### src/sv/tws_pkg.sv
// ----------------------------------------------------------------------------
// tws_pkg
// Types and codes shared by the timing wheel scheduler modules.
// ----------------------------------------------------------------------------
package tws_pkg;

    localparam int TIME_W  = 32;
    localparam int CMD_W   = 2;
    localparam int KIND_W  = 3;
    localparam int ID_W    = 5;

    typedef enum logic [CMD_W-1:0] {
        CMD_ADD    = 2'd0,
        CMD_CANCEL = 2'd1,
        CMD_TICK   = 2'd2
    } cmd_t;

    typedef enum logic [KIND_W-1:0] {
        KIND_ADDED     = 3'd0,
        KIND_FULL      = 3'd1,
        KIND_CANCELLED = 3'd2,
        KIND_NOT_FOUND = 3'd3,
        KIND_FIRED     = 3'd4,
        KIND_TICK_DONE = 3'd5
    } kind_t;

    typedef enum logic [2:0] {
        S_IDLE,
        S_ADD_SCAN,
        S_TICK_CHK,
        S_TICK_DONE,
        S_RESP
    } state_t;

    typedef struct packed {
        logic [TIME_W-1:0] target;
        logic [TIME_W-1:0] period;
        logic              repeat_flag;
    } slot_entry_t;

endpackage

### src/sv/tws_req_if.sv
// ----------------------------------------------------------------------------
// tws_req_if
// Command channel: one item per add, cancel or tick command.
// ----------------------------------------------------------------------------
interface tws_req_if;

    logic                      valid;
    logic                      ready;
    logic [tws_pkg::CMD_W-1:0] cmd;
    logic [31:0]               delay_ticks;
    logic                      repeat_req;
    logic [tws_pkg::ID_W-1:0]  task_id;

    modport source (
        output valid,
        output cmd,
        output delay_ticks,
        output repeat_req,
        output task_id,
        input  ready
    );

    modport sink (
        input  valid,
        input  cmd,
        input  delay_ticks,
        input  repeat_req,
        input  task_id,
        output ready
    );

endinterface

### src/sv/tws_rsp_if.sv
// ----------------------------------------------------------------------------
// tws_rsp_if
// Result channel: one item per result of a command.
// ----------------------------------------------------------------------------
interface tws_rsp_if;

    logic                       valid;
    logic                       ready;
    logic [tws_pkg::KIND_W-1:0] kind;
    logic [tws_pkg::ID_W-1:0]   task_id_res;
    logic                       last;

    modport source (
        output valid,
        output kind,
        output task_id_res,
        output last,
        input  ready
    );

    modport sink (
        input  valid,
        input  kind,
        input  task_id_res,
        input  last,
        output ready
    );

endinterface

### src/sv/tws_slot_mem.sv
// ----------------------------------------------------------------------------
// tws_slot_mem
// Slot table: target, period and repeat flag per slot. One write port, one
// read port, registered read data.
// ----------------------------------------------------------------------------
module tws_slot_mem #(
    parameter int DEPTH = 32,
    parameter int AW    = 5
) (
    input  logic                 clk,
    input  logic                 wr_en,
    input  logic [AW-1:0]        wr_addr,
    input  tws_pkg::slot_entry_t wr_data,
    input  logic                 rd_en,
    input  logic [AW-1:0]        rd_addr,
    output tws_pkg::slot_entry_t rd_data
);

    tws_pkg::slot_entry_t mem [DEPTH];
    tws_pkg::slot_entry_t rd_data_reg;

    always_ff @(posedge clk)
    begin
        if (wr_en)
        begin
            mem[wr_addr] <= wr_data;
        end
        if (rd_en)
        begin
            rd_data_reg <= mem[rd_addr];
        end
    end

    assign rd_data = rd_data_reg;

endmodule

### src/sv/timing_wheel_scheduler.sv
// ----------------------------------------------------------------------------
// timing_wheel_scheduler
// Timer table of MAX_TASKS slots with add, cancel and tick commands.
// ----------------------------------------------------------------------------
// One command is worked on at a time. An add scans the slot valid bits one
// slot per cycle from slot 0; a tick walks the slot memory through its single
// read port, one slot per cycle while the result channel does not stall. A
// new command is accepted while the last result still waits in the output
// register. Slot contents are undefined until an add writes them; a tick
// reads every slot, but the contents of invalid slots are never used.
module timing_wheel_scheduler #(
    parameter int MAX_TASKS = 32
) (
    input  logic   clk,
    input  logic   rst_n,
    tws_req_if.sink   req,
    tws_rsp_if.source rsp
);

    localparam int IDX_W = (MAX_TASKS > 1) ? $clog2(MAX_TASKS) : 1;
    localparam logic [IDX_W-1:0] IDX_LAST = IDX_W'(MAX_TASKS - 1);

    tws_pkg::state_t         state_reg, state_next;
    logic [MAX_TASKS-1:0]    valid_reg, valid_next;
    logic [31:0]             time_reg, time_next;
    logic [IDX_W-1:0]        idx_reg, idx_next;
    logic [31:0]             delay_reg, delay_next;
    logic                    rep_reg, rep_next;
    tws_pkg::kind_t          pend_kind_reg, pend_kind_next;
    logic [IDX_W-1:0]        pend_id_reg, pend_id_next;

    logic                    out_valid_reg, out_valid_next;
    tws_pkg::kind_t          out_kind_reg, out_kind_next;
    logic [tws_pkg::ID_W-1:0] out_id_reg, out_id_next;
    logic                    out_last_reg, out_last_next;

    logic                    out_free;
    logic                    req_acc;
    logic [IDX_W-1:0]        cancel_idx;
    logic                    cancel_hit;
    logic                    fire;
    logic [31:0]             period_eff;

    logic                    wr_en;
    logic [IDX_W-1:0]        wr_addr;
    tws_pkg::slot_entry_t    wr_data;
    logic                    rd_en;
    logic [IDX_W-1:0]        rd_addr;
    tws_pkg::slot_entry_t    rd_data;

    tws_slot_mem #(
        .DEPTH (MAX_TASKS),
        .AW    (IDX_W)
    ) u_mem (
        .clk     (clk),
        .wr_en   (wr_en),
        .wr_addr (wr_addr),
        .wr_data (wr_data),
        .rd_en   (rd_en),
        .rd_addr (rd_addr),
        .rd_data (rd_data)
    );

    assign out_free   = !out_valid_reg || rsp.ready;
    assign req.ready  = (state_reg == tws_pkg::S_IDLE);
    assign req_acc    = req.valid && req.ready;
    assign cancel_idx = IDX_W'(req.task_id);
    assign cancel_hit = ({27'd0, req.task_id} < 32'(MAX_TASKS)) && valid_reg[cancel_idx];
    assign fire       = valid_reg[idx_reg] && (rd_data.target == time_reg);
    assign period_eff = (rd_data.period == 32'd0) ? 32'd1 : rd_data.period;

    always_comb
    begin
        state_next     = state_reg;
        valid_next     = valid_reg;
        time_next      = time_reg;
        idx_next       = idx_reg;
        delay_next     = delay_reg;
        rep_next       = rep_reg;
        pend_kind_next = pend_kind_reg;
        pend_id_next   = pend_id_reg;
        out_valid_next = out_valid_reg && !rsp.ready;
        out_kind_next  = out_kind_reg;
        out_id_next    = out_id_reg;
        out_last_next  = out_last_reg;
        wr_en          = 1'b0;
        wr_addr        = idx_reg;
        wr_data        = '{target: time_reg + delay_reg, period: delay_reg,
                           repeat_flag: rep_reg};
        rd_en          = 1'b0;
        rd_addr        = idx_reg + IDX_W'(1);

        unique case (state_reg)
            tws_pkg::S_IDLE:
            begin
                rd_addr = '0;
                if (req_acc)
                begin
                    delay_next = req.delay_ticks;
                    rep_next   = req.repeat_req;
                    idx_next   = '0;
                    case (req.cmd)
                        tws_pkg::CMD_ADD:
                        begin
                            state_next = tws_pkg::S_ADD_SCAN;
                        end
                        tws_pkg::CMD_CANCEL:
                        begin
                            if (cancel_hit)
                            begin
                                valid_next[cancel_idx] = 1'b0;
                                pend_kind_next         = tws_pkg::KIND_CANCELLED;
                                pend_id_next           = cancel_idx;
                            end
                            else
                            begin
                                pend_kind_next = tws_pkg::KIND_NOT_FOUND;
                                pend_id_next   = '0;
                            end
                            state_next = tws_pkg::S_RESP;
                        end
                        tws_pkg::CMD_TICK:
                        begin
                            rd_en      = 1'b1;
                            state_next = tws_pkg::S_TICK_CHK;
                        end
                        default:
                        begin
                            state_next = tws_pkg::S_IDLE;
                        end
                    endcase
                end
            end

            tws_pkg::S_ADD_SCAN:
            begin
                if (!valid_reg[idx_reg])
                begin
                    valid_next[idx_reg] = 1'b1;
                    wr_en               = 1'b1;
                    pend_kind_next      = tws_pkg::KIND_ADDED;
                    pend_id_next        = idx_reg;
                    state_next          = tws_pkg::S_RESP;
                end
                else if (idx_reg == IDX_LAST)
                begin
                    pend_kind_next = tws_pkg::KIND_FULL;
                    pend_id_next   = '0;
                    state_next     = tws_pkg::S_RESP;
                end
                else
                begin
                    idx_next = idx_reg + IDX_W'(1);
                end
            end

            tws_pkg::S_TICK_CHK:
            begin
                if (!fire || out_free)
                begin
                    if (fire)
                    begin
                        out_valid_next = 1'b1;
                        out_kind_next  = tws_pkg::KIND_FIRED;
                        out_id_next    = tws_pkg::ID_W'(idx_reg);
                        out_last_next  = 1'b0;
                        if (rd_data.repeat_flag)
                        begin
                            wr_en   = 1'b1;
                            wr_data = '{target: time_reg + period_eff,
                                        period: rd_data.period,
                                        repeat_flag: 1'b1};
                        end
                        else
                        begin
                            valid_next[idx_reg] = 1'b0;
                        end
                    end
                    if (idx_reg == IDX_LAST)
                    begin
                        state_next = tws_pkg::S_TICK_DONE;
                    end
                    else
                    begin
                        rd_en    = 1'b1;
                        idx_next = idx_reg + IDX_W'(1);
                    end
                end
            end

            tws_pkg::S_TICK_DONE:
            begin
                if (out_free)
                begin
                    out_valid_next = 1'b1;
                    out_kind_next  = tws_pkg::KIND_TICK_DONE;
                    out_id_next    = '0;
                    out_last_next  = 1'b1;
                    time_next      = time_reg + 32'd1;
                    state_next     = tws_pkg::S_IDLE;
                end
            end

            tws_pkg::S_RESP:
            begin
                if (out_free)
                begin
                    out_valid_next = 1'b1;
                    out_kind_next  = pend_kind_reg;
                    out_id_next    = tws_pkg::ID_W'(pend_id_reg);
                    out_last_next  = 1'b1;
                    state_next     = tws_pkg::S_IDLE;
                end
            end

            default:
            begin
                state_next = tws_pkg::S_IDLE;
            end
        endcase
    end

    always_ff @(posedge clk or negedge rst_n)
    begin
        if (!rst_n)
        begin
            state_reg     <= tws_pkg::S_IDLE;
            valid_reg     <= '0;
            time_reg      <= '0;
            idx_reg       <= '0;
            out_valid_reg <= 1'b0;
        end
        else
        begin
            state_reg     <= state_next;
            valid_reg     <= valid_next;
            time_reg      <= time_next;
            idx_reg       <= idx_next;
            out_valid_reg <= out_valid_next;
        end
    end

    always_ff @(posedge clk)
    begin
        delay_reg     <= delay_next;
        rep_reg       <= rep_next;
        pend_kind_reg <= pend_kind_next;
        pend_id_reg   <= pend_id_next;
        out_kind_reg  <= out_kind_next;
        out_id_reg    <= out_id_next;
        out_last_reg  <= out_last_next;
    end

    assign rsp.valid       = out_valid_reg;
    assign rsp.kind        = out_kind_reg;
    assign rsp.task_id_res = out_id_reg;
    assign rsp.last        = out_last_reg;

    a_stall_hold: assert property (@(posedge clk) disable iff (!rst_n)
        out_valid_reg && !rsp.ready |=> $stable(out_kind_reg) && $stable(out_id_reg)
            && $stable(out_last_reg) && out_valid_reg)
        else $error("result changed while stalled");

    a_time_step: assert property (@(posedge clk) disable iff (!rst_n)
        (state_reg == tws_pkg::S_TICK_DONE) && out_free
            |=> time_reg == $past(time_reg) + 32'd1)
        else $error("time did not advance after tick");

    a_cancel_clear: assert property (@(posedge clk) disable iff (!rst_n)
        req_acc && (req.cmd == tws_pkg::CMD_CANCEL) && cancel_hit
            |=> !valid_reg[$past(cancel_idx)])
        else $error("cancelled slot still valid");

    a_fired_not_last: assert property (@(posedge clk) disable iff (!rst_n)
        out_valid_reg && (out_kind_reg == tws_pkg::KIND_FIRED) |-> !out_last_reg)
        else $error("fired result marked last");

endmodule

### src/flat_wrapper.sv
// flat-port wrapper written by rule: the top's interface ports become plain ports
module timing_wheel_scheduler_flat 
#(
    parameter int MAX_TASKS = 32
)
  (clk, rst_n, req_valid, req_cmd, req_delay_ticks, req_repeat_req, req_task_id, req_ready, rsp_valid, rsp_kind, rsp_task_id_res, rsp_last, rsp_ready);
  tws_req_if req_i ();
  tws_rsp_if rsp_i ();
  input  logic clk;
  input  logic rst_n;
  input wire logic [$bits(req_i.valid)-1:0] req_valid;
  input wire logic [$bits(req_i.cmd)-1:0] req_cmd;
  input wire logic [$bits(req_i.delay_ticks)-1:0] req_delay_ticks;
  input wire logic [$bits(req_i.repeat_req)-1:0] req_repeat_req;
  input wire logic [$bits(req_i.task_id)-1:0] req_task_id;
  output wire logic [$bits(req_i.ready)-1:0] req_ready;
  output wire logic [$bits(rsp_i.valid)-1:0] rsp_valid;
  output wire logic [$bits(rsp_i.kind)-1:0] rsp_kind;
  output wire logic [$bits(rsp_i.task_id_res)-1:0] rsp_task_id_res;
  output wire logic [$bits(rsp_i.last)-1:0] rsp_last;
  input wire logic [$bits(rsp_i.ready)-1:0] rsp_ready;
  assign req_i.valid = req_valid;
  assign req_i.cmd = req_cmd;
  assign req_i.delay_ticks = req_delay_ticks;
  assign req_i.repeat_req = req_repeat_req;
  assign req_i.task_id = req_task_id;
  assign req_ready = req_i.ready;
  assign rsp_valid = rsp_i.valid;
  assign rsp_kind = rsp_i.kind;
  assign rsp_task_id_res = rsp_i.task_id_res;
  assign rsp_last = rsp_i.last;
  assign rsp_i.ready = rsp_ready;
  timing_wheel_scheduler #(.MAX_TASKS(MAX_TASKS)) u_core (.clk(clk), .rst_n(rst_n), .req(req_i), .rsp(rsp_i));
endmodule
### config.mk
export PLATFORM = sky130hd
export DESIGN_NAME = timing_wheel_scheduler_flat
export DESIGN_NICKNAME = d
export VERILOG_FILES = /design/src/sv/tws_pkg.sv /design/src/sv/tws_req_if.sv /design/src/sv/tws_rsp_if.sv /design/src/sv/tws_slot_mem.sv /design/src/sv/timing_wheel_scheduler.sv /design/src/flat_wrapper.sv
export SDC_FILE = /design/constraint.sdc
export NUM_CORES = 2
export LEC_CHECK = 0
export BUFFER_PORTS_ARGS = -buffer_cell sky130_fd_sc_hd__buf_2
export CAP_MARGIN = 15
export CORE_ASPECT_RATIO = 0.7
export CORE_UTILIZATION = 40
export DETAILED_ROUTE_END_ITERATION = 7
export RECOVER_POWER = 50
export SLEW_MARGIN = 40
export SYNTH_ARGS = -nofsm -noshare
export SYNTH_HDL_FRONTEND = slang
export SYNTH_HIERARCHICAL = 1
export SYNTH_SLANG_ARGS = --single-unit
### constraint.sdc
create_clock -name clk -period 17.9 [get_ports clk]
set_input_delay 2.685 -clock clk [delete_from_list [all_inputs] [get_ports clk]]
set_output_delay 2.685 -clock clk [all_outputs]
set_load 0.01 [all_outputs]
==> metrics.txt <==
hpwl dp 145300 um; register area share after synthesis 74.42%; CTS max path bufs 4; layout cells sized above 1 25.67%; Setup violations, final 0; Mapped Area 90980 um^2; CTS sink cnt 2267; number of global-route vias before repair 44780; clock skew 0.08577 ns; initial antenna violation count 22; drt pass-1 iters 5; share of the synthesized area in the top cell type 72.42%; RSZ-0062 raised after global routing no; CP Buf/Inv Count 6; Slew @ Worst Pin 4.102 ns; area leader, netlist edfxtp_1; total CTS buffers 216; Die Area 229400 um^2; top post-synthesis cells by area edfxtp_1 72%, mux4_2 15%, dfrtp_1 2.0%, ha_1 0.94%, mux2_2 0.92%; max reg flops 2080; Final #Nets 4656; average wire per standard cell 31.85 um; syn_area_per_cell 20.94 um^2; core area 226200 um^2; Seq cells post-synth 2267; relative slew slack -173.5%; Async SR Flop Fraction 3.220%; row cnt 146; cell count after synthesis 4345; # DRC 0; Post-synth EDFFs 2194; Routed WL 246700 um; CP cell instances or3_1 -> inv_1 -> nor2_1 -> clkbuf_1 -> clkbuf_1 -> clkbuf_1 -> buf_4 -> buf_12 -> mux4_2 -> mux4_2 -> mux2_2; total track usage 21.46%; Worst Path Required 18.50 ns; run status finished, violations left; Final Max Slew Viols 1141; Reg clk slew, reported paths 0.07 ns; Net Count, Synth 4459; initial drt markers 6353; Pleak 0.03196 uW; port bufs 54; Ports 55; Sum Neg Setup Slack 0 ns; root buf cell clkbuf_16; die width 572.0 um; max cap viols 36; Post-CTS Resized 0; Main synth FF type edfxtp_1; Initial Util 40.23%; minimum clock period after layout 10.55 ns; vias 46330; TritonCTS clock tree built; largest net degree at the start of global routing 107; vias per cell 5.982; Startpoint Class flip-flop; Peak supply drop 0.1279 mV; most frequent cells after synthesis 2194 x edfxtp_1, 624 x mux4_2, 195 x nand2_1; gpl congestion 0.8838; Final Hold Vio Count 0; synth warn 6; clk_lat worst skew 0.89 ns; critical path class reg2reg; pwr dens 153.8 nW/um^2; crit-path most repeated cell clkbuf_1; Final Total Pwr 15810 uW; die height 401.0 um; Max H-tree Level 4; setup ws final 7.349 ns; period utilization 58.94%; Fmax achieved 94.78 MHz; violated checks capacitance limit, slew limit; CP endpoint kind flip-flop; first-pass GRT wire length 348800 um; Crit Path Max Fanout 39; Crit-path slowest cell clkbuf_1; Yosys cell types 79; Largest delay share family, worst path buffers and inverters; Largest stage delay, worst path 2.49 ns; Worst EP arrival 11.15 ns; pre-CTS setup slack 10.27 ns; number of hold buffers added after CTS 0; reg2reg setup slack 7.35 ns; final core utilization 45.45%; Setup Buffers After CTS 0; cell with the most instances after synthesis edfxtp_1; Hold Crit Class reg2reg; Area Growth Syn to Fin 12.98%; GRT Residual Overflow 0; antenna-violating nets left 0
==> report_power, final <==
group	internal, uW	switching [uW]
Sequential	6480	223
Combinational	1920	2520
Clock	2670	1990
Total	11100	4740
==> worst reg2reg max path: cells and delay by family (launching register included) <==
kind                   cells  cell delay [ns]
buffers and inverters      6             6.85
DFF                        1             0.57
muxes                      3             1.48
and+or+nand+nor            2             1.41
==> layer usage <==
layer / GRT usage, % / routed length (um) / vias to the layer above
met5: 0 / 23 / -
met4: 3.744 / 3980 / 4
met3: 4.422 / 26520 / 273
met2: 29.74 / 104400 / 2494
met1: 35.00 / 111700 / 25110
li1: - / - / 18450
==> through the flow <==
step | hold WS, ns | cells | area [um^2]
6_report | 0.5286 | 7746 | 102800
5_1_grt | 0.5418 | 7744 | 102800
4_1_cts | 0.5106 | 7743 | 103200
3_5_place_dp | 0.4949 | 7357 | 96120
3_3_place_gp | 0.5017 | 7330 | 95460
2_1_floorplan | 0.4673 | 4345 | 90980
==> cells in the final DEF (no fill, tap or decap), drive strengths merged, types with 18 or more instances in the layout <==
| cell | Yosys | layout |
|---|---|---|
| xnor2 | 84 | 84 |
| a21oi | 80 | 80 |
| ha | 68 | 68 |
| nand4 | 18 | 18 |
| inv | 37 | 43 |
| mux4 | 625 | 625 |
| clkbuf | 126 | 319 |
| mux2i | 49 | 49 |
| o21ai | 132 | 132 |
| nand2 | 196 | 196 |
| a21o | 28 | 28 |
| xor2 | 35 | 35 |
| clkinv | 0 | 73 |
| buf | 104 | 153 |
| and3 | 20 | 20 |
| dfrtp | 73 | 73 |
| nor2 | 125 | 125 |
| mux2 | 74 | 74 |
| bufinv | 0 | 30 |
| edfxtp | 2194 | 2194 |
| nand3 | 30 | 30 |
==> final timing paths <==
check / from / endpoint / cells after the start
max: u_core/state_reg[1] / u_core/u_mem/rd_data[39] / 11
min: u_core/pend_kind_reg[0] / u_core/rsp.kind[0] / 2
max reg2reg: u_core/state_reg[1] / u_core/u_mem/rd_data[39] / 11
min reg2reg: u_core/pend_kind_reg[0] / u_core/rsp.kind[0] / 2
max in group asynchronous: rst_n / u_core/idx_reg[2] / 2
min in group asynchronous: rst_n / u_core/valid_reg[31] / 1
==> area by class of cell <==
| type | instances | area, um^2 |
|---|---|---|
| fillers | 18960 | 123400 |
| diodes | 2 | 5.005 |
| clock buffers | 263 | 5633 |
| inverters | 37 | 140.1 |
| flip-flops and latches | 2267 | 67710 |
| repair buffers | 209 | 1669 |
| multi-input cells | 1811 | 22390 |
| well taps | 3034 | 3796 |
| clock inverters | 123 | 1448 |
==> logic make-up (layout without fill, tap and decap cells) <==
group	Yosys count	count (layout)	synth area share, %
buffers and inverters	267	632	1.327
adders and majority gates	70	70	0.9792
xor gates and xnor gates	119	119	1.146
DFF	2267	2267	74.42
and+or+nand+nor	500	500	2.577
other	0	2	0
AOI/OAI and AO/OA	374	374	2.616
muxes	748	748	16.93
(Power assumes the default switching activity.)
